==> src/hdl/mtt_pkg.sv <==
// ----------------------------------------------------------------------------
// mtt_pkg
// Codes and fixed constants of the timer table: command modes, result kinds,
// the empty-deadline marker and the cap on expiry events per tick.
// ----------------------------------------------------------------------------
package mtt_pkg;

  localparam logic [2:0] MODE_TICK  = 3'd0;
  localparam logic [2:0] MODE_ALLOC = 3'd1;
  localparam logic [2:0] MODE_FREE  = 3'd2;
  localparam logic [2:0] MODE_INIT  = 3'd3;
  localparam logic [2:0] MODE_SET   = 3'd4;

  localparam logic KIND_ALLOC  = 1'b0;
  localparam logic KIND_EXPIRY = 1'b1;

  localparam logic [31:0] NO_DEADLINE = 32'hffff_ffff;

  localparam int MAX_RESULTS = 32;
  localparam int RES_CNT_W   = 6;

endpackage

==> src/hdl/multi_timer_table.sv <==
// ----------------------------------------------------------------------------
// multi_timer_table
// Table of one-shot timers driven by a tick, with allocation, free, init and
// set-timeout commands and in-order expiry events.
// ----------------------------------------------------------------------------
// Usage:
//   A command transaction is taken when start is high and busy is low. The
//   mode field selects tick, allocate, free, init or set timeout.
//   Free, init, set timeout, unknown modes and a tick that stays short of the
//   earliest deadline finish in the accept cycle and leave busy low, so a new
//   command may follow at once.
//   Allocate walks the in-use bits one entry per cycle until it finds an
//   unused entry or reaches the last one, then gives one answer with kind 0.
//   A tick that reaches the earliest deadline scans the table memory at one
//   entry per cycle through its single read port, busy until the scan and
//   its flush step are done. Expiry events (kind 1) come out in index order,
//   last set on the final one; at most 32 per tick.
//   Each result is shown for exactly one cycle, marked by strobe; the
//   receiver cannot stall the block, so no result is ever held back.
//   Reset clears the in-use bits (all entries unused), zeroes the tick count
//   and sets the earliest deadline to all ones. Deadline, data and channel
//   storage needs no clearing pass.
// ----------------------------------------------------------------------------
module multi_timer_table #(
  parameter int NUM_TIMERS = 32
) (
  input  logic        clk,
  input  logic        rst,
  input  logic        start,
  input  logic [2:0]  mode,
  input  logic [4:0]  timer_index,
  input  logic [31:0] timeout,
  input  logic [7:0]  payload,
  input  logic [3:0]  channel,
  output logic        busy,
  output logic        strobe,
  output logic        kind,
  output logic [4:0]  entry,
  output logic        alloc_ok,
  output logic [7:0]  event_data,
  output logic [3:0]  event_channel,
  output logic        last
);

  localparam int IW = (NUM_TIMERS > 1) ? $clog2(NUM_TIMERS) : 1;
  localparam int PW = IW + 1;
  localparam logic [PW-1:0] LAST_PTR = PW'(NUM_TIMERS - 1);
  localparam logic [IW-1:0] LAST_IDX = IW'(NUM_TIMERS - 1);

  // An entry whose live bit is clear is unused; stored status is one of these.
  localparam logic [1:0] ST_ALLOC   = 2'd1;
  localparam logic [1:0] ST_RUNNING = 2'd2;

  typedef enum logic [1:0] {S_IDLE, S_ALLOC, S_SCAN, S_FLUSH} state_t;

  state_t state;

  logic [33:0] mem_a [NUM_TIMERS];   // {status, deadline}
  logic [11:0] mem_b [NUM_TIMERS];   // {data, channel}

  logic [31:0]           tick_count;
  logic [31:0]           earliest;
  logic [NUM_TIMERS-1:0] live;
  logic [PW-1:0]         ptr;

  logic           ev_valid;
  logic           ev_live;
  logic [IW-1:0]  ev_idx;
  logic [1:0]     ev_status;
  logic [31:0]    ev_deadline;
  logic [7:0]     ev_payload;
  logic [3:0]     ev_channel;

  logic [mtt_pkg::RES_CNT_W-1:0] n_events;
  logic           pend;
  logic [IW-1:0]  pend_idx;
  logic [7:0]     pend_payload;
  logic [3:0]     pend_channel;

  logic           accept;
  logic [6:0]     idx_ext;
  logic           idx_ok;
  logic [IW-1:0]  idx_addr;
  logic [31:0]    tick_next;
  logic [31:0]    set_deadline;
  logic           ptr_in;
  logic [IW-1:0]  ptr_addr;
  logic           ev_running;
  logic           ev_expire;
  logic           ev_end;
  logic           alloc_hit;

  logic           wr_a_en;
  logic [IW-1:0]  wr_a_addr;
  logic [33:0]    wr_a_data;
  logic           wr_b_en;

  assign busy         = (state != S_IDLE);
  assign accept       = start && !busy;
  assign idx_ext      = {2'b00, timer_index};
  assign idx_ok       = (idx_ext < 7'(NUM_TIMERS));
  assign idx_addr     = idx_ext[IW-1:0];
  assign tick_next    = tick_count + 32'd1;
  assign set_deadline = tick_count + timeout;
  assign ptr_in       = (ptr < PW'(NUM_TIMERS));
  assign ptr_addr     = ptr[IW-1:0];

  assign ev_running = ev_valid && ev_live && (ev_status == ST_RUNNING);
  assign ev_expire  = ev_running && (ev_deadline <= tick_count) &&
                      (n_events < mtt_pkg::RES_CNT_W'(mtt_pkg::MAX_RESULTS));
  assign ev_end     = ev_valid && (ev_idx == LAST_IDX);
  assign alloc_hit  = (state == S_ALLOC) && !live[ptr_addr];

  assign wr_b_en = accept && (mode == mtt_pkg::MODE_INIT) && idx_ok;

  // Single write port of the status/deadline memory.
  always_comb begin
    wr_a_en   = 1'b0;
    wr_a_addr = idx_addr;
    wr_a_data = {ST_RUNNING, set_deadline};
    if (accept && (mode == mtt_pkg::MODE_SET) && idx_ok) begin
      wr_a_en = 1'b1;
    end else if (alloc_hit) begin
      wr_a_en   = 1'b1;
      wr_a_addr = ptr_addr;
      wr_a_data = {ST_ALLOC, 32'd0};
    end else if ((state == S_SCAN) && ev_expire) begin
      wr_a_en   = 1'b1;
      wr_a_addr = ev_idx;
      wr_a_data = {ST_ALLOC, ev_deadline};
    end
  end

  // The scan reads entry ptr while it writes back entry ptr - 1, so the two
  // never touch the same entry.
  always_ff @(posedge clk) begin
    if (wr_a_en) begin
      mem_a[wr_a_addr] <= wr_a_data;
    end
    if (wr_b_en) begin
      mem_b[idx_addr] <= {payload, channel};
    end
    if ((state == S_SCAN) && ptr_in) begin
      {ev_status, ev_deadline} <= mem_a[ptr_addr];
      {ev_payload, ev_channel} <= mem_b[ptr_addr];
    end
  end

  always_ff @(posedge clk) begin
    if (rst) begin
      state      <= S_IDLE;
      tick_count <= 32'd0;
      earliest   <= mtt_pkg::NO_DEADLINE;
      live       <= '0;
      ptr        <= '0;
      ev_valid   <= 1'b0;
      pend       <= 1'b0;
      n_events   <= '0;
      strobe     <= 1'b0;
    end else begin
      strobe <= 1'b0;
      unique case (state)
        S_IDLE: begin
          if (accept) begin
            case (mode)
              mtt_pkg::MODE_TICK: begin
                tick_count <= tick_next;
                if (earliest <= tick_next) begin
                  earliest <= mtt_pkg::NO_DEADLINE;
                  ptr      <= '0;
                  ev_valid <= 1'b0;
                  n_events <= '0;
                  pend     <= 1'b0;
                  state    <= S_SCAN;
                end
              end
              mtt_pkg::MODE_ALLOC: begin
                ptr   <= '0;
                state <= S_ALLOC;
              end
              mtt_pkg::MODE_FREE: begin
                if (idx_ok) begin
                  live[idx_addr] <= 1'b0;
                end
              end
              mtt_pkg::MODE_SET: begin
                if (idx_ok) begin
                  live[idx_addr] <= 1'b1;
                  if (set_deadline < earliest) begin
                    earliest <= set_deadline;
                  end
                end
              end
              default: begin
              end
            endcase
          end
        end
        S_ALLOC: begin
          if (alloc_hit || (ptr == LAST_PTR)) begin
            strobe        <= 1'b1;
            kind          <= mtt_pkg::KIND_ALLOC;
            entry         <= alloc_hit ? 5'(ptr_addr) : 5'd0;
            alloc_ok      <= alloc_hit;
            event_data    <= 8'd0;
            event_channel <= 4'd0;
            last          <= 1'b1;
            state         <= S_IDLE;
            if (alloc_hit) begin
              live[ptr_addr] <= 1'b1;
            end
          end else begin
            ptr <= ptr + PW'(1);
          end
        end
        S_SCAN: begin
          ev_valid <= ptr_in;
          ev_idx   <= ptr_addr;
          if (ptr_in) begin
            ev_live <= live[ptr_addr];
            ptr     <= ptr + PW'(1);
          end
          // Hold each event one step so the final one can carry last.
          if (ev_expire) begin
            n_events <= n_events + mtt_pkg::RES_CNT_W'(1);
            if (pend) begin
              strobe        <= 1'b1;
              kind          <= mtt_pkg::KIND_EXPIRY;
              entry         <= 5'(pend_idx);
              alloc_ok      <= 1'b0;
              event_data    <= pend_payload;
              event_channel <= pend_channel;
              last          <= 1'b0;
            end
            pend         <= 1'b1;
            pend_idx     <= ev_idx;
            pend_payload <= ev_payload;
            pend_channel <= ev_channel;
          end else if (ev_running && (ev_deadline < earliest)) begin
            earliest <= ev_deadline;
          end
          if (ev_end) begin
            state <= S_FLUSH;
          end
        end
        S_FLUSH: begin
          if (pend) begin
            strobe        <= 1'b1;
            kind          <= mtt_pkg::KIND_EXPIRY;
            entry         <= 5'(pend_idx);
            alloc_ok      <= 1'b0;
            event_data    <= pend_payload;
            event_channel <= pend_channel;
            last          <= 1'b1;
          end
          pend  <= 1'b0;
          state <= S_IDLE;
        end
        default: begin
          state <= S_IDLE;
        end
      endcase
    end
  end

endmodule

==> config.mk <==
export PLATFORM = sky130hd
export DESIGN_NAME = multi_timer_table
export DESIGN_NICKNAME = d
export VERILOG_FILES = /design/src/hdl/mtt_pkg.sv /design/src/hdl/multi_timer_table.sv
export SDC_FILE = /design/constraint.sdc
export NUM_CORES = 2
export LEC_CHECK = 0
export ABC_AREA = 0
export BUFFER_PORTS_ARGS = -buffer_cell sky130_fd_sc_hd__buf_2
export CAP_MARGIN = 20
export CELL_PAD_IN_SITES_DETAIL_PLACEMENT = 0
export CELL_PAD_IN_SITES_GLOBAL_PLACEMENT = 1
export CORE_MARGIN = 2
export CORE_UTILIZATION = 55
export DETAILED_ROUTE_END_ITERATION = 6
export GPL_ROUTABILITY_DRIVEN = 1
export PLACE_DENSITY = 0.88
export SYNTH_ARGS = -nofsm -noshare
export SYNTH_HDL_FRONTEND = slang
export SYNTH_SLANG_ARGS = --single-unit
==> constraint.sdc <==
create_clock -name clk -period 6.5 [get_ports clk]
set_input_delay 1.3 -clock clk [delete_from_list [all_inputs] [get_ports clk]]
set_output_delay 1.3 -clock clk [all_outputs]
set_load 0.02 [all_outputs]
==> impl_metrics.prom <==
# TYPE chip_impl_metric gauge
chip_impl_info{name="status",value="complete, but fails checks"} 1
chip_impl_info{name="violations",value="DRC"} 1
chip_impl_metric{name="drtIter0Drc",unit=""} 6723
chip_impl_info{name="critical_path_class",value="in -> reg"} 1
chip_impl_metric{name="initial_core_util",unit=""} 0.555
chip_impl_metric{name="drc_violation_count_after_routing",unit=""} 2
chip_impl_metric{name="timing.hold.ws",unit="ps"} 420
chip_impl_info{name="crit_path_top_delay_cell",value="sky130_fd_sc_hd__o311ai_1"} 1
chip_impl_metric{name="dp_cells",unit=""} 5551
chip_impl_metric{name="die_area",unit="mm^2"} 0.129
chip_impl_metric{name="wl",unit="mm"} 198
chip_impl_info{name="synth_ff_type",value="sky130_fd_sc_hd__edfxtp_1"} 1
chip_impl_metric{name="worst-endpoint-arrival",unit="ps"} 6610
chip_impl_metric{name="clock_latency",unit="ps"} 810
chip_impl_metric{name="detailroute.via_count",unit=""} 40800
chip_impl_metric{name="critPathMaxFanout",unit=""} 44
chip_impl_metric{name="wp_data_required",unit="ps"} 7200
chip_impl_metric{name="timing.final.max_slew_violations",unit=""} 0
chip_impl_metric{name="cts_setup_buffers",unit=""} 0
chip_impl_metric{name="drt_pass1_iterations",unit=""} 7
chip_impl_metric{name="pin_count",unit=""} 77
chip_impl_metric{name="number_of_global_route_vias_before_repair",unit=""} 40400
chip_impl_metric{name="post_route_cells_drive_above_1_share",unit=""} 0.237
chip_impl_metric{name="total_clock_sinks",unit=""} 1674
chip_impl_metric{name="ys_warn_count",unit=""} 0
chip_impl_metric{name="cts-hold-fix-buffers",unit=""} 0
chip_impl_metric{name="synth_area_per_cell",unit="um^2"} 17.9
chip_impl_metric{name="io_buffers",unit=""} 76
chip_impl_info{name="synthDominantAreaCellType",value="sky130_fd_sc_hd__edfxtp_1"} 1
chip_impl_metric{name="ys_types",unit=""} 95
chip_impl_metric{name="final_cells",unit=""} 5868
chip_impl_metric{name="drt.antenna.violating_nets",unit=""} 0
chip_impl_info{name="worst_path_most_repeated_cell",value="sky130_fd_sc_hd__o21ai_0"} 1
chip_impl_metric{name="clk_pin_slew_worst_paths",unit="ps"} 60
chip_impl_metric{name="synth_sequential_area_ratio",unit=""} 0.706
chip_impl_metric{name="cts_bufs_inserted",unit=""} 161
chip_impl_metric{name="post-route-period-util",unit=""} 0.909
chip_impl_metric{name="synth_async_sr_flop_share",unit=""} 0
chip_impl_metric{name="floorplan.rows",unit=""} 130
chip_impl_metric{name="postSynthCellCount",unit=""} 3895
chip_impl_metric{name="h-tree-depth",unit=""} 4
chip_impl_metric{name="cap_viol_max_count",unit=""} 0
chip_impl_metric{name="cts_max_path_buffers",unit=""} 3
chip_impl_metric{name="grt_start_max_net_pins",unit=""} 118
chip_impl_metric{name="grt_first_pass_wirelength",unit="mm"} 284
chip_impl_metric{name="slew_headroom",unit=""} 0.206
chip_impl_metric{name="final_hold_viol_count",unit=""} 0
chip_impl_info{name="timing.critical_path.from_type",value="primary input"} 1
chip_impl_metric{name="synth-edff-count",unit=""} 1561
chip_impl_metric{name="grt_antenna_before_repair",unit=""} 6
chip_impl_metric{name="die_h",unit="um"} 360
chip_impl_info{name="synth_top_cells_by_area",value="sky130_fd_sc_hd__edfxtp_1 67%, sky130_fd_sc_hd__mux4_2 12%, sky130_fd_sc_hd__dfxtp_1 3.2%"} 1
chip_impl_info{name="hold_class",value="reg -> reg"} 1
chip_impl_metric{name="finalCriticalPeriod",unit="ps"} 5910
chip_impl_metric{name="total_leakage_power",unit="nW"} 25.1
chip_impl_metric{name="timing.clock.skew",unit="ps"} 48.7
chip_impl_metric{name="worst_slew_pin_slew",unit="ps"} 1190
chip_impl_metric{name="max_stage_delay",unit="ps"} 520
chip_impl_metric{name="flip_flop_and_latch_count_after_synthesis",unit=""} 1674
chip_impl_metric{name="syn_nets",unit=""} 4119
chip_impl_metric{name="timing.final.setup_violations",unit=""} 0
chip_impl_metric{name="maxClockFrequency",unit="MHz"} 169
chip_impl_info{name="cts.root.buffer_cell",value="sky130_fd_sc_hd__clkbuf_16"} 1
chip_impl_info{name="end_kind",value="flip-flop"} 1
chip_impl_metric{name="syn-cell-area",unit="mm^2"} 0.0696
chip_impl_metric{name="routedWlPerCell",unit="um"} 33.8
chip_impl_metric{name="floorplan.die.width",unit="um"} 360
chip_impl_metric{name="post_cts_resize_count",unit=""} 0
chip_impl_metric{name="synthToLayoutAreaGrowth",unit="%"} 12.7
chip_impl_metric{name="place_congestion",unit=""} 0.882
chip_impl_metric{name="groute.usage.overall",unit=""} 0.303
chip_impl_metric{name="place.detailed.hpwl",unit="mm"} 105
chip_impl_metric{name="routed_via_density",unit=""} 6.95
chip_impl_metric{name="nNetsFinal",unit=""} 4305
chip_impl_info{name="crit_path_cell_trace",value="buf_2 > ha_1 > o21ai_0 > o21ai_0 > nand3b_1 > a21oi_1 > a31oi_1 > o311ai_1 > a311o_1 > a21oi_1 > xnor2_1 > inv_1 > ha_1 > nand4_1 > nor4_1 > a222oi_1 > o221ai_1 > a31oi_1 > o21ai_0 > a311oi_2 > and3b_1 > buf_12 > nor2_1 > a211o_1"} 1
chip_impl_info{name="rsz0062_at_grt",value="false"} 1
chip_impl_info{name="tritoncts_clock_tree",value="done"} 1
chip_impl_metric{name="yosysTopAreaCellShare",unit=""} 0.673
chip_impl_metric{name="peakVddDrop",unit="mV"} 0.303
chip_impl_metric{name="grt_remaining_overflow",unit=""} 0
chip_impl_metric{name="power-per-cell-area",unit="mW/mm^2"} 291
chip_impl_metric{name="design.core.area",unit="mm^2"} 0.126
## area by class of cell
type / count / area, um^2
timing repair buffer: 235 / 1990
sequential: 1674 / 49100
multi-input combinational: 1918 / 19800
antenna: 4 / 10.0
inverter: 91 / 342
clock inverter: 107 / 1010
tap: 1650 / 2060
fill: 8229 / 47100
clock buffer: 189 / 4160
## cells by family (layout without fill, tap and decap cells)
logic type,after synthesis,in the layout,share of synthesized area
and+or+nand+nor,614,614,0.0453
muxes,393,393,0.124
other,0,4,0
AOI/OAI and AO/OA,662,662,0.0671
adders and majority gates,169,169,0.0305
DFF,1674,1674,0.706
xor gates and xnor gates,80,80,0.0101
buffers and inverters,303,622,0.0175
## cells in the mapped netlist, drive strengths merged (16+ instances only)
library cell / count
and3: 16
edfxtp: 1561
a211oi: 43
mux4: 376
o221ai: 21
clkbuf: 138
a21oi: 133
nand3: 43
o211ai: 24
nand2: 135
a22o: 17
a21o: 67
o21ai: 76
nor3: 49
xnor2: 71
ha: 168
nor4: 30
a22oi: 190
inv: 91
nand4: 71
or3: 20
buf: 74
dfxtp: 113
nor2: 178
## path summary, 6_finish.rpt
| path | startpoint | end | slack [ps] | cells after the start |
|---|---|---|---|---|
| min | ev_channel[2] | pend_channel[2] | 420 | 0 |
| max reg2reg | tick_count[2] | earliest[1] | 750 | 23 |
| max | timeout[3] | earliest[1] | 590 | 24 |
| min reg2reg | ev_channel[2] | pend_channel[2] | 420 | 0 |
## routing by layer
| layer | GRT usage | vias to the layer above | routed length [um] |
|---|---|---|---|
| li1 | - | 16400 | - |
| met1 | 0.411 | 20500 | 69700 |
| met2 | 0.482 | 3342 | 94200 |
| met3 | 0.0700 | 542 | 25600 |
| met4 | 0.119 | 0 | 8660 |
| met5 | 0 | - | 0 |
## through the flow
step	total power, W	setup slack [ps]	area, um^2	util	setup TNS, ps
floorplan	0.0132	569	69600	-	0
global placement	0.0137	-64.8	72900	0.581	-187
detailed placement	0.0137	-150	73000	0.581	-1530
CTS	0.0228	666	78200	0.622	0
global route	0.0234	209	78500	0.625	0
finish	0.0229	590	78500	0.625	0
## power by group
group          total (W)  internal [W]  switching, W
Sequential        0.0121        0.0120      0.000117
Combinational    0.00150      0.000547      0.000955
Clock            0.00928       0.00498       0.00430
## layout by cell type (no fill, tap or decap), types with 21 or more instances in the layout
cell type and n:
sky130_fd_sc_hd__inv_1 88, sky130_fd_sc_hd__buf_4 124, sky130_fd_sc_hd__nand4_1 70, sky130_fd_sc_hd__ha_1 168
sky130_fd_sc_hd__nor4_1 29, sky130_fd_sc_hd__nand2_1 132, sky130_fd_sc_hd__edfxtp_1 1561, sky130_fd_sc_hd__clkbuf_1 27
sky130_fd_sc_hd__a21o_1 67, sky130_fd_sc_hd__a211oi_1 42, sky130_fd_sc_hd__nor3_1 32, sky130_fd_sc_hd__dfxtp_1 111
sky130_fd_sc_hd__a22oi_1 189, sky130_fd_sc_hd__o21ai_0 68, sky130_fd_sc_hd__clkinv_1 34, sky130_fd_sc_hd__mux4_2 376
sky130_fd_sc_hd__clkbuf_16 162, sky130_fd_sc_hd__nor2_4 37, sky130_fd_sc_hd__nor2_1 129, sky130_fd_sc_hd__xnor2_1 71
sky130_fd_sc_hd__a21oi_1 115, sky130_fd_sc_hd__clkinv_2 28, sky130_fd_sc_hd__nand3_1 34, sky130_fd_sc_hd__o211ai_1 24
sky130_fd_sc_hd__buf_2 75, sky130_fd_sc_hd__o221ai_1 21
## flip-flops by register name, indices dropped and copies added (netlist names), 4 cells and up, named ones only
signal         flops
tick_count        32
ev_channel         4
earliest          32
event_data         8
entry              5
ev_idx             5
n_events           6
pend_idx           5
ev_deadline       32
pend_payload       8
pend_channel       4
event_channel      4
ptr                6
mem_b            384
mem_a           1088
ev_payload         8
## worst max-delay path, delay by kind of cell
kind / cells / cell delay [ps]
AND/OR/NAND/NOR: 5 / 750
AO/OA/AOI/OAI: 13 / 3270
buffers and inverters: 3 / 400
adder cells (fa/ha/maj): 2 / 620
XOR/XNOR: 1 / 220
No activity file was read; power rests on OpenSTA's default activity.
